### src/sv/range_max_segment_tree_core_assert.svh
// assertion macros for the range maximum segment tree core
// both macros sample on clk_i and are disabled while rst_ni is low
`ifndef RANGE_MAX_SEGMENT_TREE_CORE_ASSERT_SVH
`define RANGE_MAX_SEGMENT_TREE_CORE_ASSERT_SVH

`ifndef SYNTH
// same-cycle implication
`define RMST_ASSERT_SAME(name, pre, post, msg) \
  name: assert property (@(posedge clk_i) disable iff (!rst_ni) (pre) |-> (post)) \
    else $error(msg);
// next-cycle implication
`define RMST_ASSERT_NEXT(name, pre, post, msg) \
  name: assert property (@(posedge clk_i) disable iff (!rst_ni) (pre) |=> (post)) \
    else $error(msg);
`else
`define RMST_ASSERT_SAME(name, pre, post, msg)
`define RMST_ASSERT_NEXT(name, pre, post, msg)
`endif

`endif

### src/sv/rmst_pkg.sv
package rmst_pkg;

  localparam int unsigned LEAVES    = 1024;
  localparam int unsigned LEAF_W    = $clog2(LEAVES);
  localparam int unsigned NODE_AW   = LEAF_W + 1;
  localparam int unsigned PTR_W     = NODE_AW + 1;
  localparam int unsigned LEN_W     = LEAF_W + 1;
  localparam int unsigned DATA_W    = 32;
  localparam int unsigned S_TDATA_W = ((2 * LEAF_W + DATA_W + 7) / 8) * 8;
  localparam int unsigned M_TDATA_W = ((DATA_W + 7) / 8) * 8;

  localparam logic signed [DATA_W-1:0] SMALLEST = {1'b1, {(DATA_W-1){1'b0}}};

  typedef enum logic {
    CMD_UPDATE = 1'b0,
    CMD_QUERY  = 1'b1
  } cmd_e;

  typedef struct packed {
    logic clr_step;
    logic load;
    logic upd_leaf;
    logic upd_up;
    logic qry_step;
    logic out_load;
  } dp_cmd_t;

  typedef struct packed {
    logic clr_last;
    logic upd_ok;
    logic upd_last;
    logic qry_done;
  } dp_sts_t;

  function automatic logic signed [DATA_W-1:0] max_s(
    input logic signed [DATA_W-1:0] a,
    input logic signed [DATA_W-1:0] b
  );
    return (a > b) ? a : b;
  endfunction

endpackage

### src/sv/rmst_ctrl.sv
module rmst_ctrl import rmst_pkg::*; (
  input  logic    clk_i,
  input  logic    rst_ni,
  input  logic    in_valid_i,
  input  logic    in_cmd_i,
  output logic    in_ready_o,
  output logic    out_valid_o,
  input  logic    out_ready_i,
  output dp_cmd_t dp_cmd_o,
  input  dp_sts_t dp_sts_i
);

  typedef enum logic [5:0] {
    S_CLR   = 6'b000001,
    S_IDLE  = 6'b000010,
    S_ULEAF = 6'b000100,
    S_UUP   = 6'b001000,
    S_QRY   = 6'b010000,
    S_RES   = 6'b100000
  } state_e;

  state_e state_q, state_d;
  logic   out_vld_q, out_vld_d;
  logic   accept;
  logic   out_free;

  assign in_ready_o  = (state_q == S_IDLE);
  assign out_valid_o = out_vld_q;
  assign accept      = in_valid_i && in_ready_o;
  assign out_free    = !out_vld_q || out_ready_i;

  always_comb begin
    state_d  = state_q;
    dp_cmd_o = '0;
    case (state_q)
      S_CLR: begin
        dp_cmd_o.clr_step = 1'b1;
        if (dp_sts_i.clr_last) begin
          state_d = S_IDLE;
        end
      end
      S_IDLE: begin
        if (accept) begin
          dp_cmd_o.load = 1'b1;
          if (cmd_e'(in_cmd_i) == CMD_QUERY) begin
            state_d = S_QRY;
          end else if (dp_sts_i.upd_ok) begin
            state_d = S_ULEAF;
          end
        end
      end
      S_ULEAF: begin
        dp_cmd_o.upd_leaf = 1'b1;
        state_d = S_UUP;
      end
      S_UUP: begin
        dp_cmd_o.upd_up = 1'b1;
        if (dp_sts_i.upd_last) begin
          state_d = S_IDLE;
        end
      end
      S_QRY: begin
        // last read data is folded in during the done cycle
        if (dp_sts_i.qry_done) begin
          state_d = S_RES;
        end else begin
          dp_cmd_o.qry_step = 1'b1;
        end
      end
      S_RES: begin
        if (out_free) begin
          dp_cmd_o.out_load = 1'b1;
          state_d = S_IDLE;
        end
      end
      default: begin
        state_d = S_IDLE;
      end
    endcase
  end

  always_comb begin
    out_vld_d = out_vld_q;
    if (dp_cmd_o.out_load) begin
      out_vld_d = 1'b1;
    end else if (out_ready_i) begin
      out_vld_d = 1'b0;
    end
  end

  always_ff @(posedge clk_i or negedge rst_ni) begin
    if (!rst_ni) begin
      state_q   <= S_CLR;
      out_vld_q <= 1'b0;
    end else begin
      state_q   <= state_d;
      out_vld_q <= out_vld_d;
    end
  end

endmodule

### config.mk
export PLATFORM = sky130hd
export DESIGN_NAME = rmst_ctrl
export DESIGN_NICKNAME = d
export VERILOG_FILES = /design/src/sv/range_max_segment_tree_core_assert.svh /design/src/sv/rmst_pkg.sv /design/src/sv/rmst_ctrl.sv
export SDC_FILE = /design/constraint.sdc
export NUM_CORES = 1
export LEC_CHECK = 0
export ABC_CLOCK_PERIOD_IN_PS = 2900
export BUFFER_PORTS_ARGS = -buffer_cell sky130_fd_sc_hd__buf_2
export CAP_MARGIN = 10
export CORE_AREA = 2 2 39 41
export DETAILED_ROUTE_END_ITERATION = 6
export DIE_AREA = 0 0 41 43
export GPL_ROUTABILITY_DRIVEN = 0
export PLACE_DENSITY = 0.6
export SLEW_MARGIN = 40
export SYNTH_ARGS = -nofsm -noshare
export SYNTH_HDL_FRONTEND = slang
export SYNTH_SLANG_ARGS = --single-unit
export TNS_END_PERCENT = 1
### constraint.sdc
create_clock -name clk_i -period 2.9 [get_ports clk_i]
set_input_delay 0.29 -clock clk_i [delete_from_list [all_inputs] [get_ports clk_i]]
set_output_delay 0.29 -clock clk_i [all_outputs]
set_load 0.005 [all_outputs]
# == Word level (Yosys, flattened, before mapping) ==
# Cells that the tools add are included.
# classes
eq_ne,12
mux,19
n_reduce_logical,5
# ops
op,count
$mux W6,7
$pmux W6 S6,1
$mux W1,11
$ne A2 B2 Y1 const B,4
$eq A6 B1 Y1 const B,1
$eq A6 B2 Y1 const B,1
$eq A6 B3 Y1 const B,1
$eq A6 B4 Y1 const B,1
$eq A6 B5 Y1 const B,1
$eq A6 B6 Y1 const B,1
$reduce_and A6 Y1,1
$ne A3 B2 Y1 const B,1
$ne A2 B1 Y1 const B,1
$reduce_bool A2 Y1,1
$logic_and A1 B1 Y1,1
$logic_not A1 Y1,1
$logic_or A1 B1 Y1,1
# word_totals
input_bits,9
register_bits,7

# == Longest topological paths before layout ==
# Gate-level depths: netlist of run 1.
# logic_depth
word_depth,5
mapped_depth,4
depth_no_buf,4

# == Least setup slack after synthesis of run 1 ==
# No wires, ideal clock.
# synth_timing
path_kind,reg2out
startpoint,reg state_q[5]
endpoint,out dp_cmd_o[4] (netlist name)
stages_incl_launch_ff,4
path_slack_ns,1.259
n_path_buf,0
arrival_time_ns,1.351
cell_sequence,dfrtp_1 -> or4_4 -> nor3b_4 -> and2_1
# synth_lines
element,line,rtl
from (decl),rmst_ctrl.sv:22,"state_e state_q, state_d;"
from (signal assigned),rmst_ctrl.sv:96,state_q <= state_d;
to (decl),rmst_ctrl.sv:9,"output dp_cmd_t dp_cmd_o,"

==> results of run 1 <==
state kept, by name (all words and copies together), names as in the netlist:
signal,flops
out_valid_o,1
state_q,6
worst paths after layout:
kind / startpoint / to / slack (ps) / cells after the start
hold / removal: dp_sts_i[3] / state_q[0]$_DFFE_PN1P_ / 180 / 2
setup / recovery: state_q[5]$_DFFE_PN0P_ / dp_cmd_o[4] / 830 / 4
setup reg to reg: state_q[5]$_DFFE_PN0P_ / state_q[1]$_DFFE_PN0P_ / 1290 / 4
max in group asynchronous: rst_ni / state_q[0]$_DFFE_PN1P_ / 2270 / 2
min in group asynchronous: rst_ni / state_q[1]$_DFFE_PN0P_ / 400 / 2
hold reg to reg: state_q[1]$_DFFE_PN0P_ / state_q[0]$_DFFE_PN1P_ / 480 / 1
power breakdown:
| part | total (mW) | internal, mW | switching (mW) |
|---|---|---|---|
| registers | 0.130 | 0.114 | 0.0163 |
| logic | 0.138 | 0.0731 | 0.0646 |
| clock network | 0.0834 | 0.0522 | 0.0312 |
| total | 0.352 | 0.239 | 0.112 |
cell type report:
cell class	count	area [um2]	share of cell area, %
Clock buffer	4	26.3	5.05
Multi-Input combinational cell	28	204	39.2
Tap cell	16	20.0	3.85
Inverter	1	3.75	0.721
Timing Repair Buffer	17	90.1	17.3
Sequential cell	7	176	33.9
Yosys cell counts, drive strengths merged, types with 2 or more instances:
library cell / n / area [um2]
o21ai: 2 / 10.0
nor2: 3 / 11.3
or4: 2 / 18.8
nand2: 2 / 7.51
nor2b: 2 / 12.5
nor3b: 4 / 46.3
nand2b: 2 / 12.5
dfrtp: 6 / 150
cells by family (layout without fill, tap and decap cells):
group	Yosys count	in the layout	share of synthesized area, %
and+or+nand+nor	22	22	42.2
buffers and inverters	2	22	2.88
AOI/OAI and AO/OA	6	6	9.90
DFF	7	7	45.0
metal layers:
| metal | vias to the layer above | track usage [%] |
|---|---|---|
| met5 | - | 0 |
| met4 | 0 | 12.0 |
| met3 | 2 | 4.71 |
| met2 | 14 | 13.8 |
| met1 | 150 | 14.0 |
| li1 | 178 | - |
metrics by stage:
step | worst slack, ps | hold WS, ps | area [um2]
floorplan | 1260 | -5.59 | 392
global placement | 1100 | 132 | 484
detailed placement | 1090 | 130 | 484
CTS | 810 | 170 | 520
global route | 692 | 170 | 520
finish | 834 | 179 | 520
worst max-delay path, delay by kind of cell, from the launching register on:
family        cells  cell delay [ps]
simple gates      3             1030
flops             1              390
buf+inv           1              100
timing repair:
| item | in CTS | in global routing |
|---|---|---|
| hold buffers | 1 | 0 |
| endpoints found under the setup margin | 0 | 0 |
| hold endpoints to repair | 6 | 0 |
| setup buffers | 0 | 0 |
==> impl_metrics.env, run 1 <==
export IMPL_ys_async_sr_fraction_pct=100
export IMPL_powerDensity_nw_per_um2=675
export IMPL_grt_ovfl_total=0
export IMPL_synth_nets=46
export IMPL_worst_setup_path_end_kind="output port"
export IMPL_grt_usage_pct=11.5
export IMPL_grt_max_degree=8
export IMPL_clk_pin_slew_ps=50
export IMPL_hold_violations=0
export IMPL_slowest_stage="or4_4"
export IMPL_grt_pass1_wl_um=1280
export IMPL_cts_htree_levels=1
export IMPL_fin_cells=73
export IMPL_synth_edff_count=0
export IMPL_synth_distinct_cells=25
export IMPL_cts_resized=0
export IMPL_ys_ff_latch=7
export IMPL_clock_skew_ps=2.14
export IMPL_status="completed"
export IMPL_leakage_nw=0.264
export IMPL_placedCellCount=68
export IMPL_clockBufferDepth=2
export IMPL_num_rows=14
export IMPL_nFillCells=148
export IMPL_critical_path_max_stage_delay_ps=570
export IMPL_setup_tns_ps=0
export IMPL_ys_warn_count=0
export IMPL_clk_latency_ps=240
export IMPL_syn_area_um2=392
export IMPL_nNetsFinal=67
export IMPL_drv_slew=0
export IMPL_met1_length_um=327
export IMPL_max_slew_margin_pct=61.8
export IMPL_critPathLaunchType="flip-flop"
export IMPL_initial_core_util_pct=28.3
export IMPL_final_common_cell="buf_2"
export IMPL_drt_total_wl_um=710
export IMPL_drc=0
export IMPL_wl_per_cell_um=9.73
export IMPL_routed_via_density=4.71
export IMPL_drtIter0Drc=3
export IMPL_core_um2=1380
export IMPL_worstMarginPinSlew_ps=567
export IMPL_areaGrowthSynthToFinish_pct=32.9
export IMPL_yosysSeqAreaShare_pct=45.0
export IMPL_die_h_um=43
export IMPL_fmax_mhz=484
export IMPL_arrival_ps=1780
export IMPL_numCtsBuffers=3
export IMPL_grt_pass1_vias=317
export IMPL_syn_area_per_cell_um2=10.6
export IMPL_final_cell_mix="buf_2, dfrtp_1, nor2_1, clkbuf_4"
export IMPL_critical_path_required_ps=2610
export IMPL_routed_top_layer="met4"
export IMPL_cts_tree="done"
export IMPL_irDropWorstVdd_mv=0.239
export IMPL_post_dp_hpwl_um=593
export IMPL_fin_crit_ps=2070
export IMPL_die_x_um=41
export IMPL_antenna_cells=0
export IMPL_root_buffer="clkbuf_4"
export IMPL_clkSinkCount=7
export IMPL_path_cells="or4_4 -> nor3b_4 -> and2_1 -> buf_2"
export IMPL_wl_met3_um=51
export IMPL_dr_pass1_iters=2
export IMPL_max_cap_violations=0
export IMPL_num_vias=344
export IMPL_ys_flop_type="dfrtp_1"
export IMPL_drt_antenna_violating_nets=0
export IMPL_portBuffers=16
export IMPL_antenna_found_initial=0
export IMPL_syn_inst=37
export IMPL_fin_crit_sh_pct=71.2
export IMPL_wl_met2_um=316
export IMPL_dieArea_um2=1760
export IMPL_grt_setup_unrepaired="no"
export IMPL_critPathMaxFanout=6
export IMPL_hold_path_class="input pin to flip-flop"
export IMPL_power_mw=0.352
export IMPL_critical_path_class="flip-flop to output port"
export IMPL_utilization_pct=37.6
export IMPL_io_pins=17
export IMPL_drive_above_1_share_pct=45.6
export IMPL_finalSetupViolations=0
No activity file was read; power rests on OpenSTA's default activity.
==> inputs of run 2 (changes only) <==
ABC_AREA = 1   (was unset)
ABC_CLOCK_PERIOD_IN_PS = 2100   (was 2900)
CORE_AREA = unset   (was 2 2 39 41)
CORE_MARGIN = 2   (was unset)
CORE_UTILIZATION = 38   (was unset)
DIE_AREA = unset   (was 0 0 41 43)
PLACE_DENSITY = 0.69   (was 0.6)
clock period = 2.1 ns   (was 2.9 ns; I/O delays follow)
==> impl_metrics.env, run 2 <==
export IMPL_status="completed"
export IMPL_fin_cells=107
export IMPL_synthTopCellsByArea="dfrtp_1, inv_1, nor2_1, nand2_1, nor2_4"
export IMPL_fin_crit_sh_pct=72.4
export IMPL_syn_area_um2=498
export IMPL_synth_distinct_cells=15
export IMPL_reg2reg_slack_ps=850
export IMPL_ys_warn_count=0
export IMPL_post_dp_hpwl_um=808
export IMPL_grt_setup_unrepaired="no"
export IMPL_grt_pass1_vias=372
export IMPL_num_rows=13
export IMPL_worstMarginPinSlew_ps=259
export IMPL_setup_tns_ps=0
export IMPL_ys_async_sr_fraction_pct=100
export IMPL_multi_input_area_um2=246
export IMPL_muxShareOfSynthArea_pct=0
export IMPL_fmax_mhz=658
export IMPL_irDropWorstVdd_mv=0.466
export IMPL_grt_usage_pct=15.4
export IMPL_dpl_worst_slack_ps=841
export IMPL_cts_resized=0
export IMPL_critical_path_class="flip-flop to output port"
export IMPL_critical_path_required_ps=1890
export IMPL_grt_pass1_wl_um=1550
export IMPL_largest_register="state_q"
export IMPL_num_vias=496
export IMPL_areaGrowthSynthToFinish_pct=25.6
export IMPL_drt_total_wl_um=1010
export IMPL_die_x_um=40.2
export IMPL_core_um2=1270
export IMPL_clk_latency_ps=260
export IMPL_io_pins=17
export IMPL_numCtsBuffers=3
export IMPL_power_mw=0.684
export IMPL_fin_area_um2=626
export IMPL_grt_max_degree=9
export IMPL_fin_crit_ps=1520
export IMPL_clkSinkCount=7
export IMPL_antenna_found_initial=0
export IMPL_synth_top_family_by_area="simple AND/OR/NAND/NOR gates"
export IMPL_max_slew_margin_pct=82.7
export IMPL_clock_skew_ps=6.10
export IMPL_final_common_cell="inv_1"
export IMPL_initial_core_util_pct=39.3
export IMPL_post_synth_top_count_cell="inv_1"
export IMPL_hold_path_class="input pin to flip-flop"
export IMPL_netlist_area_leader_share_pct=30.2
export IMPL_regArea_um2=176
export IMPL_largest_reg_flops=6
export IMPL_routed_via_density=4.64
export IMPL_synth_compound_area_share_pct=1.01
export IMPL_wl_per_cell_um=9.40
export IMPL_die_h_um=40.2
export IMPL_drt_antenna_violating_nets=0
export IMPL_dieArea_um2=1620
export IMPL_arrival_ps=1310
export IMPL_synth_nets=81
export IMPL_yosys_area_share_xor_xnor_pct=0
export IMPL_netlist_top_cell_by_area="dfrtp_1"
export IMPL_placedCellCount=102
export IMPL_finalSetupViolations=0
export IMPL_critPathMaxFanout=8
export IMPL_portBuffers=16
export IMPL_powerDensity_nw_per_um2=1090
export IMPL_dr_pass1_iters=6
export IMPL_critPathLaunchType="flip-flop"
export IMPL_synth_edff_count=0
export IMPL_drtIter0Drc=10
export IMPL_synth_fa_ha_area_share_pct=0
export IMPL_grt_ovfl_total=0
export IMPL_nFillCells=143
export IMPL_yosysSeqAreaShare_pct=35.4
export IMPL_drive_above_1_share_pct=34.8
export IMPL_root_buffer="clkbuf_4"
export IMPL_yosys_area_share_simple_pct=48.5
export IMPL_max_cap_violations=0
export IMPL_syn_area_per_cell_um2=6.92
export IMPL_ys_flop_type="dfrtp_1"
export IMPL_worst_setup_path_end_kind="output port"
export IMPL_final_cell_mix="inv_1, buf_2, nor2_1, nand2_1, dfrtp_1"
export IMPL_critical_path_max_stage_delay_ps=420
export IMPL_setup_ws_ps=581
export IMPL_slowest_stage="dfrtp_1"
export IMPL_cts_htree_levels=1
export IMPL_clockBufferDepth=2
export IMPL_ys_top_cells_by_count="inv_1, nor2_1, nand2_1"
export IMPL_cts_tree="done"
export IMPL_drc=0
export IMPL_drv_slew=0
export IMPL_nNetsFinal=102
export IMPL_path_cells="nor2_4 -> nand3_2 -> nor2_1 -> buf_2"
export IMPL_ys_ff_latch=7
export IMPL_leakage_nw=0.409
export IMPL_hold_violations=0
export IMPL_antenna_cells=0
export IMPL_syn_inst=72
export IMPL_placed_area_um2=589
export IMPL_clk_pin_slew_ps=60
-- run 2: repair_timing --
action / CTS / global route
buffers inserted: 0 / 0
hold endpoints to repair: 6 / 0
hold buffers: 1 / 0
setup endpoints to repair: 0 / 0
-- run 2: path summary, 6_finish.rpt --
path                                     endpoint  depth (start not counted)              startpoint
max                                   dp_cmd_o[4]                          4  state_q[2]$_DFFE_PN0P_
min                        state_q[0]$_DFFE_PN1P_                          4             dp_sts_i[3]
max reg2reg                state_q[5]$_DFFE_PN0P_                          6  state_q[2]$_DFFE_PN0P_
min reg2reg                state_q[0]$_DFFE_PN1P_                          3  state_q[1]$_DFFE_PN0P_
max in group asynchronous  state_q[0]$_DFFE_PN1P_                          2                  rst_ni
min in group asynchronous  state_q[3]$_DFFE_PN0P_                          2                  rst_ni
-- run 2: worst max-delay path, delay by kind of cell, from the launching register on --
| family | cells | cell delay [ps] |
|---|---|---|
| and+or+nand+nor | 3 | 530 |
| DFF | 1 | 420 |
| buffers and inverters | 1 | 120 |
-- run 2: through the flow --
stage / util (%) / hold slack, ps
after global placement: 46.4 / 55.4
after floorplan: - / -85.6
after detailed placement: 46.4 / 57.8
after global routing: 49.3 / 229
after CTS: 49.3 / 221
final: 49.3 / 225
-- run 2: kinds of logic (layout without fill, tap and decap cells) --
family	count (synthesis)	count (layout)
buffers and inverters	19	39
AO/OA/AOI/OAI	1	1
flip-flops	7	7
AND/OR/NAND/NOR	45	45
-- run 2: area by class of cell --
cell class / count / share of cell area, %
clock buffers: 4 / 4.20
inverters: 18 / 10.8
multi-input cells: 46 / 39.4
flip-flops and latches: 7 / 28.2
well taps: 15 / 3.00
repair buffers: 17 / 14.4
-- run 2: metal layers --
layer / global-route usage [%] / up-vias / part of all wire [%] / wire length (um)
li1: - / 260 / - / -
met1: 20.9 / 212 / 47 / 474
met2: 20.6 / 20 / 42 / 422
met3: 5.00 / 4 / 6.8 / 68
met4: 10.0 / 0 / 4.0 / 40
met5: 0 / - / 0 / 0
-- run 2: report_power, final --
group	switching, mW	total [mW]	internal, mW
Sequential	0.0368	0.207	0.170
Combinational	0.219	0.351	0.132
Clock	0.0533	0.126	0.0727
Total	0.309	0.684	0.375
